File: src/design/bdss_pkg.sv
// Shared types, constants and functions of the seven-segment core.
package bdss_pkg;

    localparam int VALUE_W     = 20;
    localparam int POS_W       = 3;
    localparam int SEG_W       = 7;
    localparam int DIGITS_DEF  = 6;
    localparam int QUEUE_DEPTH = 2;

    localparam logic [VALUE_W-1:0] VALUE_MAX = 20'd999999;

    // ceil(2^23 / 10); exact quotient for every 20-bit value
    localparam logic [VALUE_W-1:0] RECIP_10   = 20'd838861;
    localparam int                 RECIP_SHIFT = 23;

    typedef logic [VALUE_W-1:0] value_t;
    typedef logic [POS_W-1:0]   pos_t;
    typedef logic [SEG_W-1:0]   seg_t;

    typedef struct packed {
        logic   valid;
        value_t value;
    } beat_t;

    function automatic seg_t seg_of(input logic [3:0] digit);
        seg_t pattern;
        case (digit)
            4'd0:    pattern = 7'h3F;
            4'd1:    pattern = 7'h06;
            4'd2:    pattern = 7'h5B;
            4'd3:    pattern = 7'h4F;
            4'd4:    pattern = 7'h66;
            4'd5:    pattern = 7'h6D;
            4'd6:    pattern = 7'h7D;
            4'd7:    pattern = 7'h07;
            4'd8:    pattern = 7'h7F;
            4'd9:    pattern = 7'h6F;
            default: pattern = 7'h00;
        endcase
        return pattern;
    endfunction

    function automatic value_t div10(input value_t v);
        logic [2*VALUE_W-1:0] prod;
        prod = {{VALUE_W{1'b0}}, v} * {{VALUE_W{1'b0}}, RECIP_10};
        return VALUE_W'(prod >> RECIP_SHIFT);
    endfunction

endpackage

File: src/design/bdss_front.sv
// Front stage: accept values, drop out-of-range ones, hand the rest to the queue.
module bdss_front (
    input  logic                  clk,
    input  logic                  rst_n,
    input  logic                  push,
    input  bdss_pkg::value_t      value,
    output logic                  full,
    output bdss_pkg::beat_t       q_beat,
    input  logic                  q_ready
);
    import bdss_pkg::*;

    logic   valid_reg;
    logic   valid_next;
    value_t value_reg;
    logic   advance;
    logic   in_range;

    assign in_range = (value <= VALUE_MAX);
    // advance when the stage is empty or the queue takes its beat
    assign advance  = !valid_reg || q_ready;
    assign full     = !advance;

    always_comb
    begin
        valid_next = valid_reg;
        if (advance)
        begin
            valid_next = push && in_range;
        end
    end

    always_ff @(posedge clk or negedge rst_n)
    begin
        if (!rst_n)
        begin
            valid_reg <= 1'b0;
        end
        else
        begin
            valid_reg <= valid_next;
        end
    end

    always_ff @(posedge clk)
    begin
        if (advance && push)
        begin
            value_reg <= value;
        end
    end

    assign q_beat.valid = valid_reg;
    assign q_beat.value = value_reg;

endmodule

File: config.mk
export PLATFORM = sky130hd
export DESIGN_NAME = bdss_front
export DESIGN_NICKNAME = d
export VERILOG_FILES = /design/src/design/bdss_pkg.sv /design/src/design/bdss_front.sv
export SDC_FILE = /design/constraint.sdc
export NUM_CORES = 1
export LEC_CHECK = 0
export BUFFER_PORTS_ARGS = -buffer_cell sky130_fd_sc_hd__buf_2
export CORE_MARGIN = 1.5
export CORE_UTILIZATION = 40
export DETAILED_ROUTE_END_ITERATION = 8
export PLACE_DENSITY_LB_ADDON = 0.12
export RECOVER_POWER = 25
export SLEW_MARGIN = 20
export SYNTH_ARGS = -nofsm -noshare
export SYNTH_HDL_FRONTEND = slang
export SYNTH_SLANG_ARGS = --single-unit
File: constraint.sdc
create_clock -name clk -period 4.5 [get_ports clk]
set_input_delay 0.225 -clock clk [delete_from_list [all_inputs] [get_ports clk]]
set_output_delay 0.225 -clock clk [all_outputs]
set_load 0.01 [all_outputs]
Word level (Yosys, flattened, before mapping):

Cells that the tools add are included.
W data, S select, Z words.

* register bits after elaboration: 21
* bits in writable memories: 0
* memories kept: 0
* bits in read-only memories: 0
* latch bits: 0

* add/sub/neg operators: 0
* multipliers: 0
* mux-type cells: 0
* shifts and indexed selects: 0
* reduce and logical (&&, ||, !) cells: 5
* divide/modulo/power cells: 0
* $lt $le $gt $ge: 1
* equal/unequal tests: 0
* bitwise gates (word level): 0

Operator list (count)
* $le A20 B20 Y1 const B: 1
* $logic_and A1 B1 Y1: 2
* $logic_not A1 Y1: 2
* $logic_or A1 B1 Y1: 1

Longest topological paths before layout:

* depth in word-level cells: 3
* depth in mapped cells: 3
* mapped depth without buffers: 3

Worst setup path after synthesis:

OpenSTA, ideal clock, no wires.

* path kind: reg-to-reg
* start: register valid_reg
* end: register value_reg[0], enable pin
* data arrival time: 1.473 ns
* cell stages (with the launch flop): 3
* setup slack: 2.628 ns
* required time: 4.101 ns
* buffers on the path: 0
* library setup time: 0.399 ns
* period minus slack after synthesis: 1.872 ns
* path through: dfrtp_1 -> nor2b_2 -> nor2b_1

* cells in the longest elaborated chain, start to end: 3

Ends and longest elaborated chain
* from (decl): line bdss_front.sv:13 `logic valid_reg;`
* from (signal assigned): line bdss_front.sv:41 `valid_reg <= valid_next;`
* $logic_not A1 Y1: line bdss_front.sv:21 `assign advance = !valid_reg || q_ready;`
* $logic_or A1 B1 Y1: line bdss_front.sv:21
* $logic_and A1 B1 Y1: line bdss_front.sv:47 `if (advance && push)`
* to (signal assigned): line bdss_front.sv:49 `value_reg <= value;`
* to (decl): line bdss_front.sv:15 `value_t value_reg;`

No other way between the ends.
A chain may end at the register's enable or synchronous reset.

Worst setup path after layout:

* start: register valid_reg
* end: register value_reg[5], enable pin

Same word-level chain as after synthesis.

==> flow_summary.json <==
{
  "status": "finished, violations left",
  "violations": "design-rule violations",
  "finalNonFillerCells": 99,
  "h-tree-depth": 1,
  "r2r_slack_ps": 3260,
  "synth_edf_count": 20,
  "ys_ff_latch": 21,
  "syn_nets": 57,
  "r2r_start": "valid_reg$_DFFE_PN0N_",
  "tightest_slew_ps": 243,
  "cts.clk_slew.worst_paths_ps": 110,
  "leakage_nw": 0.414,
  "p_per_area_nw_per_um2": 360,
  "clock_sinks": 21,
  "async_flop_share_pct": 4.76,
  "cp.buffers_inverters": 1,
  "worst_path_dominant_cell_family": "flip-flops",
  "place_inst": 94,
  "initial_utilization_pct": 44.5,
  "hold_path_class": "in -> reg",
  "design.die.area_um2": 1990,
  "grt_pass1_vias": 382,
  "netlist_top_cells_count": "20 x edfxtp_1, 3 x nor2_1, 2 x nor3_1",
  "final_antenna_net_count": 0,
  "rr_endpoint": "value_reg[5]$_DFFE_PP_",
  "cap_violations": 0,
  "drc": 4,
  "dpl.hpwl_um": 888,
  "largest_reg_flops": 20,
  "antenna_cells": 0,
  "synth_area_per_cell_um2": 21.0,
  "layout-drive-gt1-share_pct": 57.8,
  "antenna_found_initial": 0,
  "via_count": 461,
  "gp_congestion": 0.632,
  "clock_latency_ps": 280,
  "end_kind": "register",
  "syn_to_final_growth_pct": 40.3,
  "die_h_um": 44.6,
  "hold_viol_final": 0,
  "die_w_um": 44.6,
  "viasPerCell": 4.66,
  "netlist_instances": 33,
  "synth_top_area_share_pct": 86.6,
  "relSlewSlack_pct": 83.8,
  "path_max_fanout": 20,
  "initialDrtViolationCount": 8,
  "cts_tree": "yes",
  "clockBufferDepth": 2,
  "core-area_um2": 1560,
  "critPathLaunch": "valid_reg$_DFFE_PN0N_",
  "setup_ws_ps": 3260,
  "irDropWorstVdd_mv": 0.172,
  "yosys.area.top_type": "edfxtp_1",
  "cp.depth": 3,
  "synth_warnings": 0,
  "arrival_ps": 1220,
  "cts_buffers": 3,
  "setup_viol": 0,
  "required_ps": 4480,
  "yosysMostFrequentCell": "edfxtp_1",
  "cts.repair.resized": 0,
  "io_pins": 46,
  "synth_cell_type_count": 11,
  "post-route-period-util_pct": 27.6,
  "grt_usage_pct": 10.7,
  "nets": 108,
  "crit_end": "value_reg[5]$_DFFE_PP_",
  "synth_seq_area_share_pct": 90.3,
  "worstPathCellList": "nor2b_2 -> nor2b_1 -> buf_4",
  "placementRows": 14,
  "n_fill_cell": 120,
  "skew_ps": 4.73,
  "totalWireLength_mm": 1.11,
  "dp_slack_ps": 3260,
  "worstRegToRegCells": 3,
  "synth_area_um2": 693,
  "synth-main-ff-cell": "edfxtp_1",
  "ys_top_cells_by_area": "edfxtp_1 87%, dfrtp_1 3.6%, nor2_1 1.6%",
  "clockRootBuffer": "clkbuf_4",
  "clock.fmax_mhz": 805,
  "min_period_ps": 1240,
  "grt_max_degree": 21,
  "grt_pass1_wl_mm": 1.51,
  "worst_path_max_delay_cell": "dfrtp_1",
  "rsz0062_at_grt": "no",
  "routedWlPerCell_um": 11.2,
  "crit_type": "reg -> reg",
  "dr.pass1.iters": 5,
  "drv_slew": 0,
  "place.port_buffers": 45,
  "tns_ps": 0,
  "crit_path_start_kind": "register",
  "slowest_delay_ps": 390,
  "grt-ovfl-total": 0
}
[cells by family after synthesis]
group	after synthesis	share of synthesized area, %
flops	21	90.3
simple gates	9	6.86
compound gates	2	1.80
buf+inv	1	1.08
[placed cells by master (no fill, tap or decap)]
cell,netlist,routed
buf_4,1,1
clkbuf_1,0,2
edfxtp_1,20,20
o31ai_1,1,1
a21oi_1,1,1
nor3_1,2,2
buf_1,0,1
nor2b_1,1,1
nand3_1,1,1
nand4_1,1,1
nor2_1,3,3
clkbuf_4,0,3
nor2b_2,1,1
buf_2,0,43
dfrtp_1,1,1
dlygate4sd3_1,0,1
[how the worst min path moves through the flow]
stage	from	endpoint	slack, ps	cells after the start
final	value[3]	value_reg[3]$_DFFE_PP_	110	1
after global routing	value[3]	value_reg[3]$_DFFE_PP_	90	1
after CTS	value[3]	value_reg[3]$_DFFE_PP_	100	1
after detailed placement	rst_n	valid_reg$_DFFE_PN0N_	0.1	1
after global placement	rst_n	valid_reg$_DFFE_PN0N_	0.4	1
after floorplan	rst_n	valid_reg$_DFFE_PN0N_	-70	0
[cell type report]
cell class	count	area (µm²)	share of cell area, %
multi-input combinational	11	60.1	6.18
clock buffer	4	26.3	2.70
timing repair buffer	47	240	24.7
tap	16	20.0	2.06
sequential	21	626	64.4
[metrics by stage]
step	instance area, µm²	hold WS (ps)	power [W]	utilization, %
CTS	975	103	0.000354	62.5
global placement	938	0.414	0.000271	60.2
detailed placement	938	0.109	0.000272	60.2
floorplan	693	-70.6	0.000249	-
finish	972	111	0.000350	62.4
global route	972	90.5	0.000365	62.4
[where the power goes]
group          switching, W  internal, W
Sequential       0.00000210     0.000227
Clock             0.0000494    0.0000344
Combinational     0.0000202    0.0000172
Total             0.0000717     0.000279
[routing by layer]
layer	up-vias	part of all wire [%]	track usage, %	routed length (µm)
li1	229	-	-	-
met1	207	37	11.0	416
met2	25	55	20.0	613
met3	0	7.5	3.27	83
met4	0	0	3.64	0
met5	-	0	0	0
[repair_timing]
action                                 in CTS  in global routing
setup buffers                               0                  0
hold buffers                                1                  0
endpoints found under the hold margin       1                  0
Power figures use the tool's default switching activity.
