--- src/design/bdss_pkg.sv ---
// Shared types, constants and functions of the seven-segment core.
package bdss_pkg;

    localparam int VALUE_W     = 20;
    localparam int POS_W       = 3;
    localparam int SEG_W       = 7;
    localparam int DIGITS_DEF  = 6;
    localparam int QUEUE_DEPTH = 2;

    localparam logic [VALUE_W-1:0] VALUE_MAX = 20'd999999;

    // ceil(2^23 / 10); exact quotient for every 20-bit value
    localparam logic [VALUE_W-1:0] RECIP_10   = 20'd838861;
    localparam int                 RECIP_SHIFT = 23;

    typedef logic [VALUE_W-1:0] value_t;
    typedef logic [POS_W-1:0]   pos_t;
    typedef logic [SEG_W-1:0]   seg_t;

    typedef struct packed {
        logic   valid;
        value_t value;
    } beat_t;

    function automatic seg_t seg_of(input logic [3:0] digit);
        seg_t pattern;
        case (digit)
            4'd0:    pattern = 7'h3F;
            4'd1:    pattern = 7'h06;
            4'd2:    pattern = 7'h5B;
            4'd3:    pattern = 7'h4F;
            4'd4:    pattern = 7'h66;
            4'd5:    pattern = 7'h6D;
            4'd6:    pattern = 7'h7D;
            4'd7:    pattern = 7'h07;
            4'd8:    pattern = 7'h7F;
            4'd9:    pattern = 7'h6F;
            default: pattern = 7'h00;
        endcase
        return pattern;
    endfunction

    function automatic value_t div10(input value_t v);
        logic [2*VALUE_W-1:0] prod;
        prod = {{VALUE_W{1'b0}}, v} * {{VALUE_W{1'b0}}, RECIP_10};
        return VALUE_W'(prod >> RECIP_SHIFT);
    endfunction

endpackage

--- src/design/bdss_queue.sv ---
// Short value queue between the front and back stages.
module bdss_queue #(
    parameter int DEPTH = bdss_pkg::QUEUE_DEPTH
) (
    input  logic            clk,
    input  logic            rst_n,
    input  bdss_pkg::beat_t in_beat,
    output logic            in_ready,
    output bdss_pkg::beat_t out_beat,
    input  logic            out_pop
);
    import bdss_pkg::*;

    localparam int PTR_W = (DEPTH > 1) ? $clog2(DEPTH) : 1;
    localparam int CNT_W = $clog2(DEPTH + 1);
    localparam logic [CNT_W-1:0] CNT_FULL = CNT_W'(DEPTH);
    localparam logic [PTR_W-1:0] PTR_LAST = PTR_W'(DEPTH - 1);

    value_t           slots [DEPTH];
    logic [PTR_W-1:0] wr_ptr_reg;
    logic [PTR_W-1:0] wr_ptr_next;
    logic [PTR_W-1:0] rd_ptr_reg;
    logic [PTR_W-1:0] rd_ptr_next;
    logic [CNT_W-1:0] count_reg;
    logic [CNT_W-1:0] count_next;
    logic             do_wr;
    logic             do_rd;

    assign in_ready       = (count_reg != CNT_FULL);
    assign do_wr          = in_beat.valid && in_ready;
    assign do_rd          = out_pop && (count_reg != '0);
    assign out_beat.valid = (count_reg != '0);
    assign out_beat.value = slots[rd_ptr_reg];

    always_comb
    begin
        wr_ptr_next = wr_ptr_reg;
        rd_ptr_next = rd_ptr_reg;
        count_next  = count_reg;
        if (do_wr)
        begin
            wr_ptr_next = (wr_ptr_reg == PTR_LAST) ? '0 : wr_ptr_reg + 1'b1;
        end
        if (do_rd)
        begin
            rd_ptr_next = (rd_ptr_reg == PTR_LAST) ? '0 : rd_ptr_reg + 1'b1;
        end
        if (do_wr && !do_rd)
        begin
            count_next = count_reg + 1'b1;
        end
        else if (do_rd && !do_wr)
        begin
            count_next = count_reg - 1'b1;
        end
    end

    always_ff @(posedge clk or negedge rst_n)
    begin
        if (!rst_n)
        begin
            wr_ptr_reg <= '0;
            rd_ptr_reg <= '0;
            count_reg  <= '0;
        end
        else
        begin
            wr_ptr_reg <= wr_ptr_next;
            rd_ptr_reg <= rd_ptr_next;
            count_reg  <= count_next;
        end
    end

    always_ff @(posedge clk)
    begin
        if (do_wr)
        begin
            slots[wr_ptr_reg] <= in_beat.value;
        end
    end

endmodule

--- config.mk ---
export PLATFORM = sky130hd
export DESIGN_NAME = bdss_queue
export DESIGN_NICKNAME = d
export VERILOG_FILES = /design/src/design/bdss_pkg.sv /design/src/design/bdss_queue.sv
export SDC_FILE = /design/constraint.sdc
export NUM_CORES = 1
export LEC_CHECK = 0
export ABC_AREA = 1
export BUFFER_PORTS_ARGS = -buffer_cell sky130_fd_sc_hd__buf_2
export CAP_MARGIN = 15
export CORE_MARGIN = 2
export CORE_UTILIZATION = 46
export DETAILED_ROUTE_END_ITERATION = 12
export GPL_TIMING_DRIVEN = 1
export PLACE_DENSITY_LB_ADDON = 0.05
export SYNTH_ARGS = -nofsm -noshare
export SYNTH_HDL_FRONTEND = slang
export SYNTH_SLANG_ARGS = --single-unit
--- constraint.sdc ---
create_clock -name clk -period 1.7 [get_ports clk]
set_input_delay 0.51 -clock clk [delete_from_list [all_inputs] [get_ports clk]]
set_output_delay 0.51 -clock clk [all_outputs]
set_load 0.01 [all_outputs]
======== Word-level counts from Yosys, hierarchy flattened ========
Memories as Yosys holds them, arrays and structs flattened.
Cells that the tools add are included.
storage, ports and cells
  bits in registers ....................... 4
  latch bits .............................. 0
  RAM bits ................................ 40
  bits in read-only memories .............. 0
  input port bits ......................... 24
  output and inout bits ................... 22
  logic and storage cells ................. 23
  memories ................................ 1
memories
  memory  depth  width  rd ports  clocked after Yosys merged registers in  wr ports  line              text
  slots   2      20     1         0                                        1         bdss_queue.sv:19  value_t slots [DEPTH];
operators by class
  add/subtract/negate cells ............... 4
  multiply operators ...................... 0
  divide/modulo/power cells ............... 0
  $lt $le $gt $ge ......................... 0
  equality and inequality tests ........... 1
  shifts and indexed selects .............. 0
  muxes and demuxes ....................... 6
  bitwise logic cells ..................... 0
  reduce and logical (&&, ||, !) cells .... 8
operators by type and width
  cell                                              count
  logical AND 1 bit                                 4
  2-to-1 mux 1 bit                                  4
  2-to-1 mux 2 bit                                  2
  nonzero test 2 bit                                2
  adder 1 bit, second input constant                2
  adder 2 x 1 -> 2 bit, second input constant       1
  zero test 1 bit                                   2
  != test 2 bit, second input constant              1
  subtractor 2 x 1 -> 2 bit, second input constant  1

======== Longest topological paths before layout ========
Gate-level depths: netlist of run 1.
  depth after elaboration ................. 6
  gate-level depth with buffers ........... 10
  depth with buffers taken out ............ 10

======== Least setup slack after synthesis of run 1 ========
No wires, ideal clock.
  path type ............................... register to register
  start ................................... reg count_reg[0]
  end ..................................... mem slots[0][0] (netlist name), enable pin
  library setup time ...................... 0.397 ns
  data arrival time ....................... 1.450 ns
  required time ........................... 1.303 ns
  slack ................................... -0.146 ns
  stages on the path, launching flop included .. 5
  path buffers ............................ 0
  clock period less this slack ............ 1.846 ns
  path through ............................ dfrtp_1 -> inv_2 -> nand2_4 -> nand2_4 -> nor2_1
on the way
  longest elaborated chain between the ends .. 4
ends and longest elaborated chain
  element                                 line              text
  from (decl)                             bdss_queue.sv:24  logic [CNT_W-1:0] count_reg;
  from (signal assigned)                  bdss_queue.sv:70  count_reg <= count_next;
  != test 2 bit                           bdss_queue.sv:29  assign in_ready = (count_reg != CNT_FULL);
  via in_ready                            bdss_queue.sv:8   output logic in_ready,
  logical AND 1 bit                       bdss_queue.sv:30  assign do_wr = in_beat.valid && in_ready;
  2-to-1 mux 1 bit                        bdss_queue.sv:76  if (do_wr)
  2-to-1 mux 1 bit (implied by the code)  bdss_queue.sv:78  slots[wr_ptr_reg] <= in_beat.value;
  to (decl)                               bdss_queue.sv:19
The timed path passes the listed nets, and every way through them passes these cells.

==> impl_metrics.tcl, run 1 <==
set metrics [dict create \
    final_antenna_net_count 0 \
    path_buf_inv 2 \
    dp_slack_ps 187 \
    via_per_inst 4.53 \
    cts_buffers 5 \
    syn_to_final_growth_pct 23.3 \
    setup_tns_ps 0 \
    hp-class "primary input to flop" \
    syn_inst 133 \
    die-width_um 65.0 \
    pwr-share-comb_pct 37.1 \
    cts_tree "built" \
    cpMostUsedCell "nand2_1" \
    port_buffers 45 \
    core_um2 3630 \
    end_kind "output port" \
    path_delay_family "flip-flops" \
    hpwl_um 1990 \
    status "finished clean" \
    synth_fp_nets 158 \
    dpl-instance-area_um2 2000 \
    vias 1068 \
    wl_per_cell_um 12.3 \
    reg2reg_depth 9 \
    htree_num_levels 2 \
    wl_um 2900 \
    start_kind "flop" \
    fillers 317 \
    slowest_stage "dfrtp_2" \
    power_switching_mw 1.23 \
    final_layout_size_suffix_gt1_share_pct 35.6 \
    die_area_um2 4230 \
    max_cap_viol_count 0 \
    r2r-start "count_reg[0]" \
    ys_seq_area_share_pct 76.0 \
    antenna_found_initial 0 \
    clock-sinks 44 \
    drtIter0Drc 26 \
    diodes 0 \
    rows 22 \
    swShare_pct 35.1 \
    largest_reg_flops 40 \
    p_per_area_nw_per_um2 1660 \
    fin_area_um2 2110 \
    clockBufferDepth 2 \
    clock_power_share_pct 17.2 \
    worst_slack_ps 10.7 \
    worst_slew_pin_slew_ps 181 \
    synth_cell_type_count 15 \
    reg2reg_slack_ps 240 \
    worst-endpoint-arrival_ps 1180 \
    path_depth 4 \
    p_int_mw 2.27 \
    finClkSkew_ps 9.79 \
    grt_pass1_wl_um 4710 \
    hold_viol_final 0 \
    relSlewSlack_pct 88.0 \
    grt_max_degree 22 \
    postCtsSetupBuffers 0 \
    rsz0062_at_grt "true" \
    syn_area_um2 1710 \
    p_seq_share_pct 45.6 \
    p_total_mw 3.51 \
    layout_common_cells "nand2_1, buf_2, edfxtp_1" \
    max_stage_delay_ps 460 \
    path_max_fanout 21 \
    startpoint "rd_ptr_reg" \
    ios 46 \
    clock_latency_ps 290 \
    ys_seq_elements 44 \
    p_leak_nw 0.941 \
    initial_core_util_pct 47.1 \
    ir_worst_vdd_mv 0.926 \
    track_usage_pct 15.6 \
    period_needed_ps 1690 \
    drc 0 \
    required_ps 1190 \
    post-route-period-util_pct 99.4 \
    fmax_mhz 592 \
    criticalPathCategory "flop to output port" \
    fp.dieH_um 65.0 \
    crit_path_end "out_beat[5]" \
    gp_congestion 0.721 \
    first_global_vias 1095 \
    path_clk_slew_ps 80 \
    root_buffer "clkbuf_8" \
    dr.pass1.iters 6 \
    setup_viol 0 \
    avgSynthCellArea_um2 12.9 \
    r2r_end "count_reg[1]" \
    path_cells "buf_12 > nand2_1 > nand2_1 > buf_2" \
    fin_nets 212 \
    yosysWarnings 0 \
    worst_hold_slack_ps 405 \
    final_common_cell "nand2_1" \
    drv_slew 0 \
    globalRouteOverflowTotal 0 \
]
-- synthesized netlist by cell type (all sizes together) --
master	count	share of area, %
nand2	70	17
edfxtp	40	70
inv	7	1.5
buf	4	2.4
dfrtp	4	5.8
nand3	2	0.58
nor2	2	0.44
ha	1	0.73
nand4	1	0.37
xnor2	1	0.51
xor2	1	0.95
-- worst min-delay path by stage --
stage	end	startpoint	slack, ps	cells past startpoint
2_1_floorplan	count_reg[0]	rst_n	210	0
3_3_place_gp	count_reg[0]	rst_n	320	1
3_5_place_dp	count_reg[0]	rst_n	320	1
4_1_cts	rd_ptr_reg	rst_n	2	1
5_1_grt	slots[1][14]	in_beat[14]	390	1
6_report	slots[0][12]	in_beat[12]	400	1
-- cell families after synthesis --
| group | Yosys count | synth area share, % |
|---|---|---|
| buffers and inverters | 11 | 3.94 |
| adders and majority gates | 1 | 0.730 |
| xor gates and xnor gates | 2 | 1.46 |
| DFF | 44 | 76.0 |
| and+or+nand+nor | 75 | 17.9 |
-- metal layers --
metal	vias to the layer above	wire (um)	track usage [%]
li1	540	-	-
met1	493	1210	16.5
met2	33	1510	28.0
met3	2	166	5.90
met4	0	23	6.25
met5	-	0	0
-- worst register-to-register path: stages, from the launching register on --
cell     delay, ps
dfrtp_1        420
inv_2          110
nand2_4         60
nand2_4         90
inv_1           50
ha_1           330
inv_1           90
nand3_1         80
nand2_1         70
nand2_1         50
-- power groups by stage --
stage	clock network [mW]	registers (mW)	logic, mW
after detailed placement	0	1.61	1.29
after global placement	0	1.59	1.27
after CTS	0.624	1.60	1.33
final	0.604	1.60	1.30
after global routing	0.680	1.62	1.47
after floorplan	0	1.60	0.852
-- through the flow --
step	std cells	utilization, %
finish	236	58.1
global route	236	58.1
CTS	235	57.9
detailed placement	227	55.0
global placement	227	55.0
floorplan	133	-
-- cell type report --
cell class                 count  area (um2)  area share [%]
clock buffer                   6        72.6            3.44
clock inverter                 2        11.3           0.533
inverter                       7        31.3            1.48
multi-input combinational     78         349            16.5
sequential                    44        1300            61.7
tap                           48        60.1            2.84
timing repair buffer          51         285            13.5
-- what timing repair did --
action,4_1_cts,5_1_grt
hold buffers,0,1
hold endpoints to repair,0,1
setup endpoints to repair,20,20
gates resized for setup,6,0
Power figures use the tool's default switching activity.
==> run 2, diff against run 1 <==
--- a/config.mk
+++ b/config.mk
@@ -14,4 +14,5 @@
 export GPL_TIMING_DRIVEN = 1
 export PLACE_DENSITY_LB_ADDON = 0.05
+export SLEW_MARGIN = 20
 export SYNTH_ARGS = -nofsm -noshare
 export SYNTH_HDL_FRONTEND = slang
==> constraint.sdc (replaced) <==
create_clock -name clk -period 1.7 [get_ports clk]
set_input_delay 0.085 -clock clk [delete_from_list [all_inputs] [get_ports clk]]
set_output_delay 0.085 -clock clk [all_outputs]
set_load 0.01 [all_outputs]
==> run 2 against run 1 <==
Setup slack improved by 270 ps. Non-clock buffer count increased by 19. Global-route usage increased by 0.27 points. Fmax increased by 19%. Combinational power about the same. Count of clock-buffer cells in the layout decreased by 1. Sequential power about the same. Largest power group unchanged. Die area unchanged. Cell count increased by 8.1%. Clock power increased by 29%. Hold slack got worse by 350 ps. First-iteration DRC count increased by 23%.
==> impl_metrics.tcl, run 2 (synthesis results as in run 1) <==
set metrics [dict create \
    initial_core_util_pct 47.1 \
    status "finished clean" \
    final_common_cell "nand2_1" \
    min_from "out_pop" \
    fin_area_um2 2310 \
    period_needed_ps 1420 \
    end_kind "flop" \
    fin_nets 231 \
    path_max_fanout 4 \
    gp_congestion 0.778 \
    pwr-share-comb_pct 35.4 \
    holdPathStages 3 \
    cts_buffers 5 \
    worst-endpoint-arrival_ps 1610 \
    htree_num_levels 2 \
    clock_latency_ps 290 \
    p_per_area_nw_per_um2 1580 \
    required_ps 1890 \
    globalRouteOverflowTotal 0 \
    largest_reg_flops 40 \
    first_global_vias 1145 \
    die-width_um 65.0 \
    grt_pass1_wl_um 4870 \
    port_buffers 45 \
    grt_max_degree 22 \
    drc 0 \
    max_stage_delay_ps 420 \
    reg2reg_depth 9 \
    dr.pass1.iters 4 \
    vias 1138 \
    die_area_um2 4230 \
    rows 22 \
    wl_um 2940 \
    syn_to_final_growth_pct 35.1 \
    dpl-instance-area_um2 1990 \
    p_seq_share_pct 43.2 \
    finClkSkew_ps 5.32 \
    setup_viol 0 \
    path_clk_slew_ps 80 \
    slowest_stage "dfrtp_1" \
    clock-sinks 44 \
    final_antenna_net_count 0 \
    max_cap_viol_count 0 \
    ios 46 \
    rsz0062_at_grt "false" \
    drv_slew 0 \
    drtIter0Drc 32 \
    relSlewSlack_pct 74.3 \
    layout_common_cells "nand2_1, buf_2, edfxtp_1" \
    clock_power_share_pct 21.4 \
    power_switching_mw 1.24 \
    clockBufferDepth 2 \
    r2r_end "count_reg[1]" \
    swShare_pct 34.0 \
    r2r-start "count_reg[0]" \
    gr-max-usage-layer "met2" \
    diodes 0 \
    grt_util_met3_pct 5.21 \
    met2_usage_pct 27.3 \
    path_cells "inv_2 > nand2_4 > nand2_4 > inv_1 > ha_1 > inv_1 > nand3_1 > nand2_1 > nand2_1" \
    reg2reg_slack_ps 280 \
    final_layout_size_suffix_gt1_share_pct 31.9 \
    start_kind "flop" \
    cts_tree "built" \
    root_buffer "clkbuf_8" \
    setup_tns_ps 0 \
    postCtsSetupBuffers 0 \
    via_per_inst 4.46 \
    grt.met1_usage_pct 18.4 \
    holdPathEnd "rd_ptr_reg" \
    p_int_mw 2.40 \
    hold_viol_final 0 \
    wl_per_cell_um 11.5 \
    fillers 298 \
    post-route-period-util_pct 83.5 \
    ir_worst_vdd_mv 0.793 \
    p_leak_nw 1.03 \
    criticalPathCategory "flop to flop" \
    track_usage_pct 15.9 \
    fp.dieH_um 65.0 \
    worst_slew_pin_slew_ps 384 \
    core_um2 3630 \
    p_total_mw 3.65 \
    antenna_found_initial 0 \
    fmax_mhz 705 \
    hpwl_um 1820 \
    hp-class "primary input to flop" \
]
## run 2: power by group through the flow
stage	logic (mW)	registers [mW]	clock network (mW)
2_1_floorplan	0.852	1.60	0
3_3_place_gp	1.25	1.59	0
3_5_place_dp	1.28	1.60	0
4_1_cts	1.33	1.58	0.800
5_1_grt	1.47	1.60	0.852
6_report	1.29	1.57	0.780
## run 2: worst max-delay path by stage
stage	end	cells past startpoint	from
after CTS	count_reg[1]	9	count_reg[0]
after floorplan	slots[0][0]	4	count_reg[0]
final	count_reg[1]	9	count_reg[0]
after global routing	out_beat[6]	4	rd_ptr_reg
after global placement	count_reg[1]	9	count_reg[0]
after detailed placement	count_reg[1]	9	count_reg[0]
## run 2: metal layers
| layer | wire (um) | share of wire (%) |
|---|---|---|
| met5 | 0 | 0 |
| met4 | 28 | 0.95 |
| met3 | 131 | 4.5 |
| met2 | 1500 | 51 |
| met1 | 1280 | 44 |
## run 2: cell type report
type                       instances  area (um2)  share of cell area [%]
multi-input combinational         78         349                    15.1
tap                               48        60.1                    2.60
clock inverter                     3        42.5                    1.84
clock buffer                       5        68.8                    2.97
sequential                        44        1300                    56.2
inverter                           7        26.3                    1.14
timing repair buffer              70         465                    20.1
## run 2: worst max-delay path: cells and delay by family, from the launching register on
family	cells	cell delay (ps)
buf+inv	3	250
fa+ha+maj	1	320
flops	1	420
simple gates	5	340
## run 2: stage by stage
stage          setup slack, ps  cells  utilization, %  hold WS (ps)
6_report                   281    255            63.7          51.3
5_1_grt                    182    255            63.7          71.5
3_3_place_gp               363    226            54.8          -104
3_5_place_dp               294    226            54.8          -103
4_1_cts                    283    255            63.7          46.1
2_1_floorplan             -146    133               -          -211
## run 2: timing repair
action	4_1_cts	5_1_grt
hold buffers	21	0
endpoints found under the setup margin	0	0
endpoints found under the hold margin	44	0
gates resized for setup	0	0
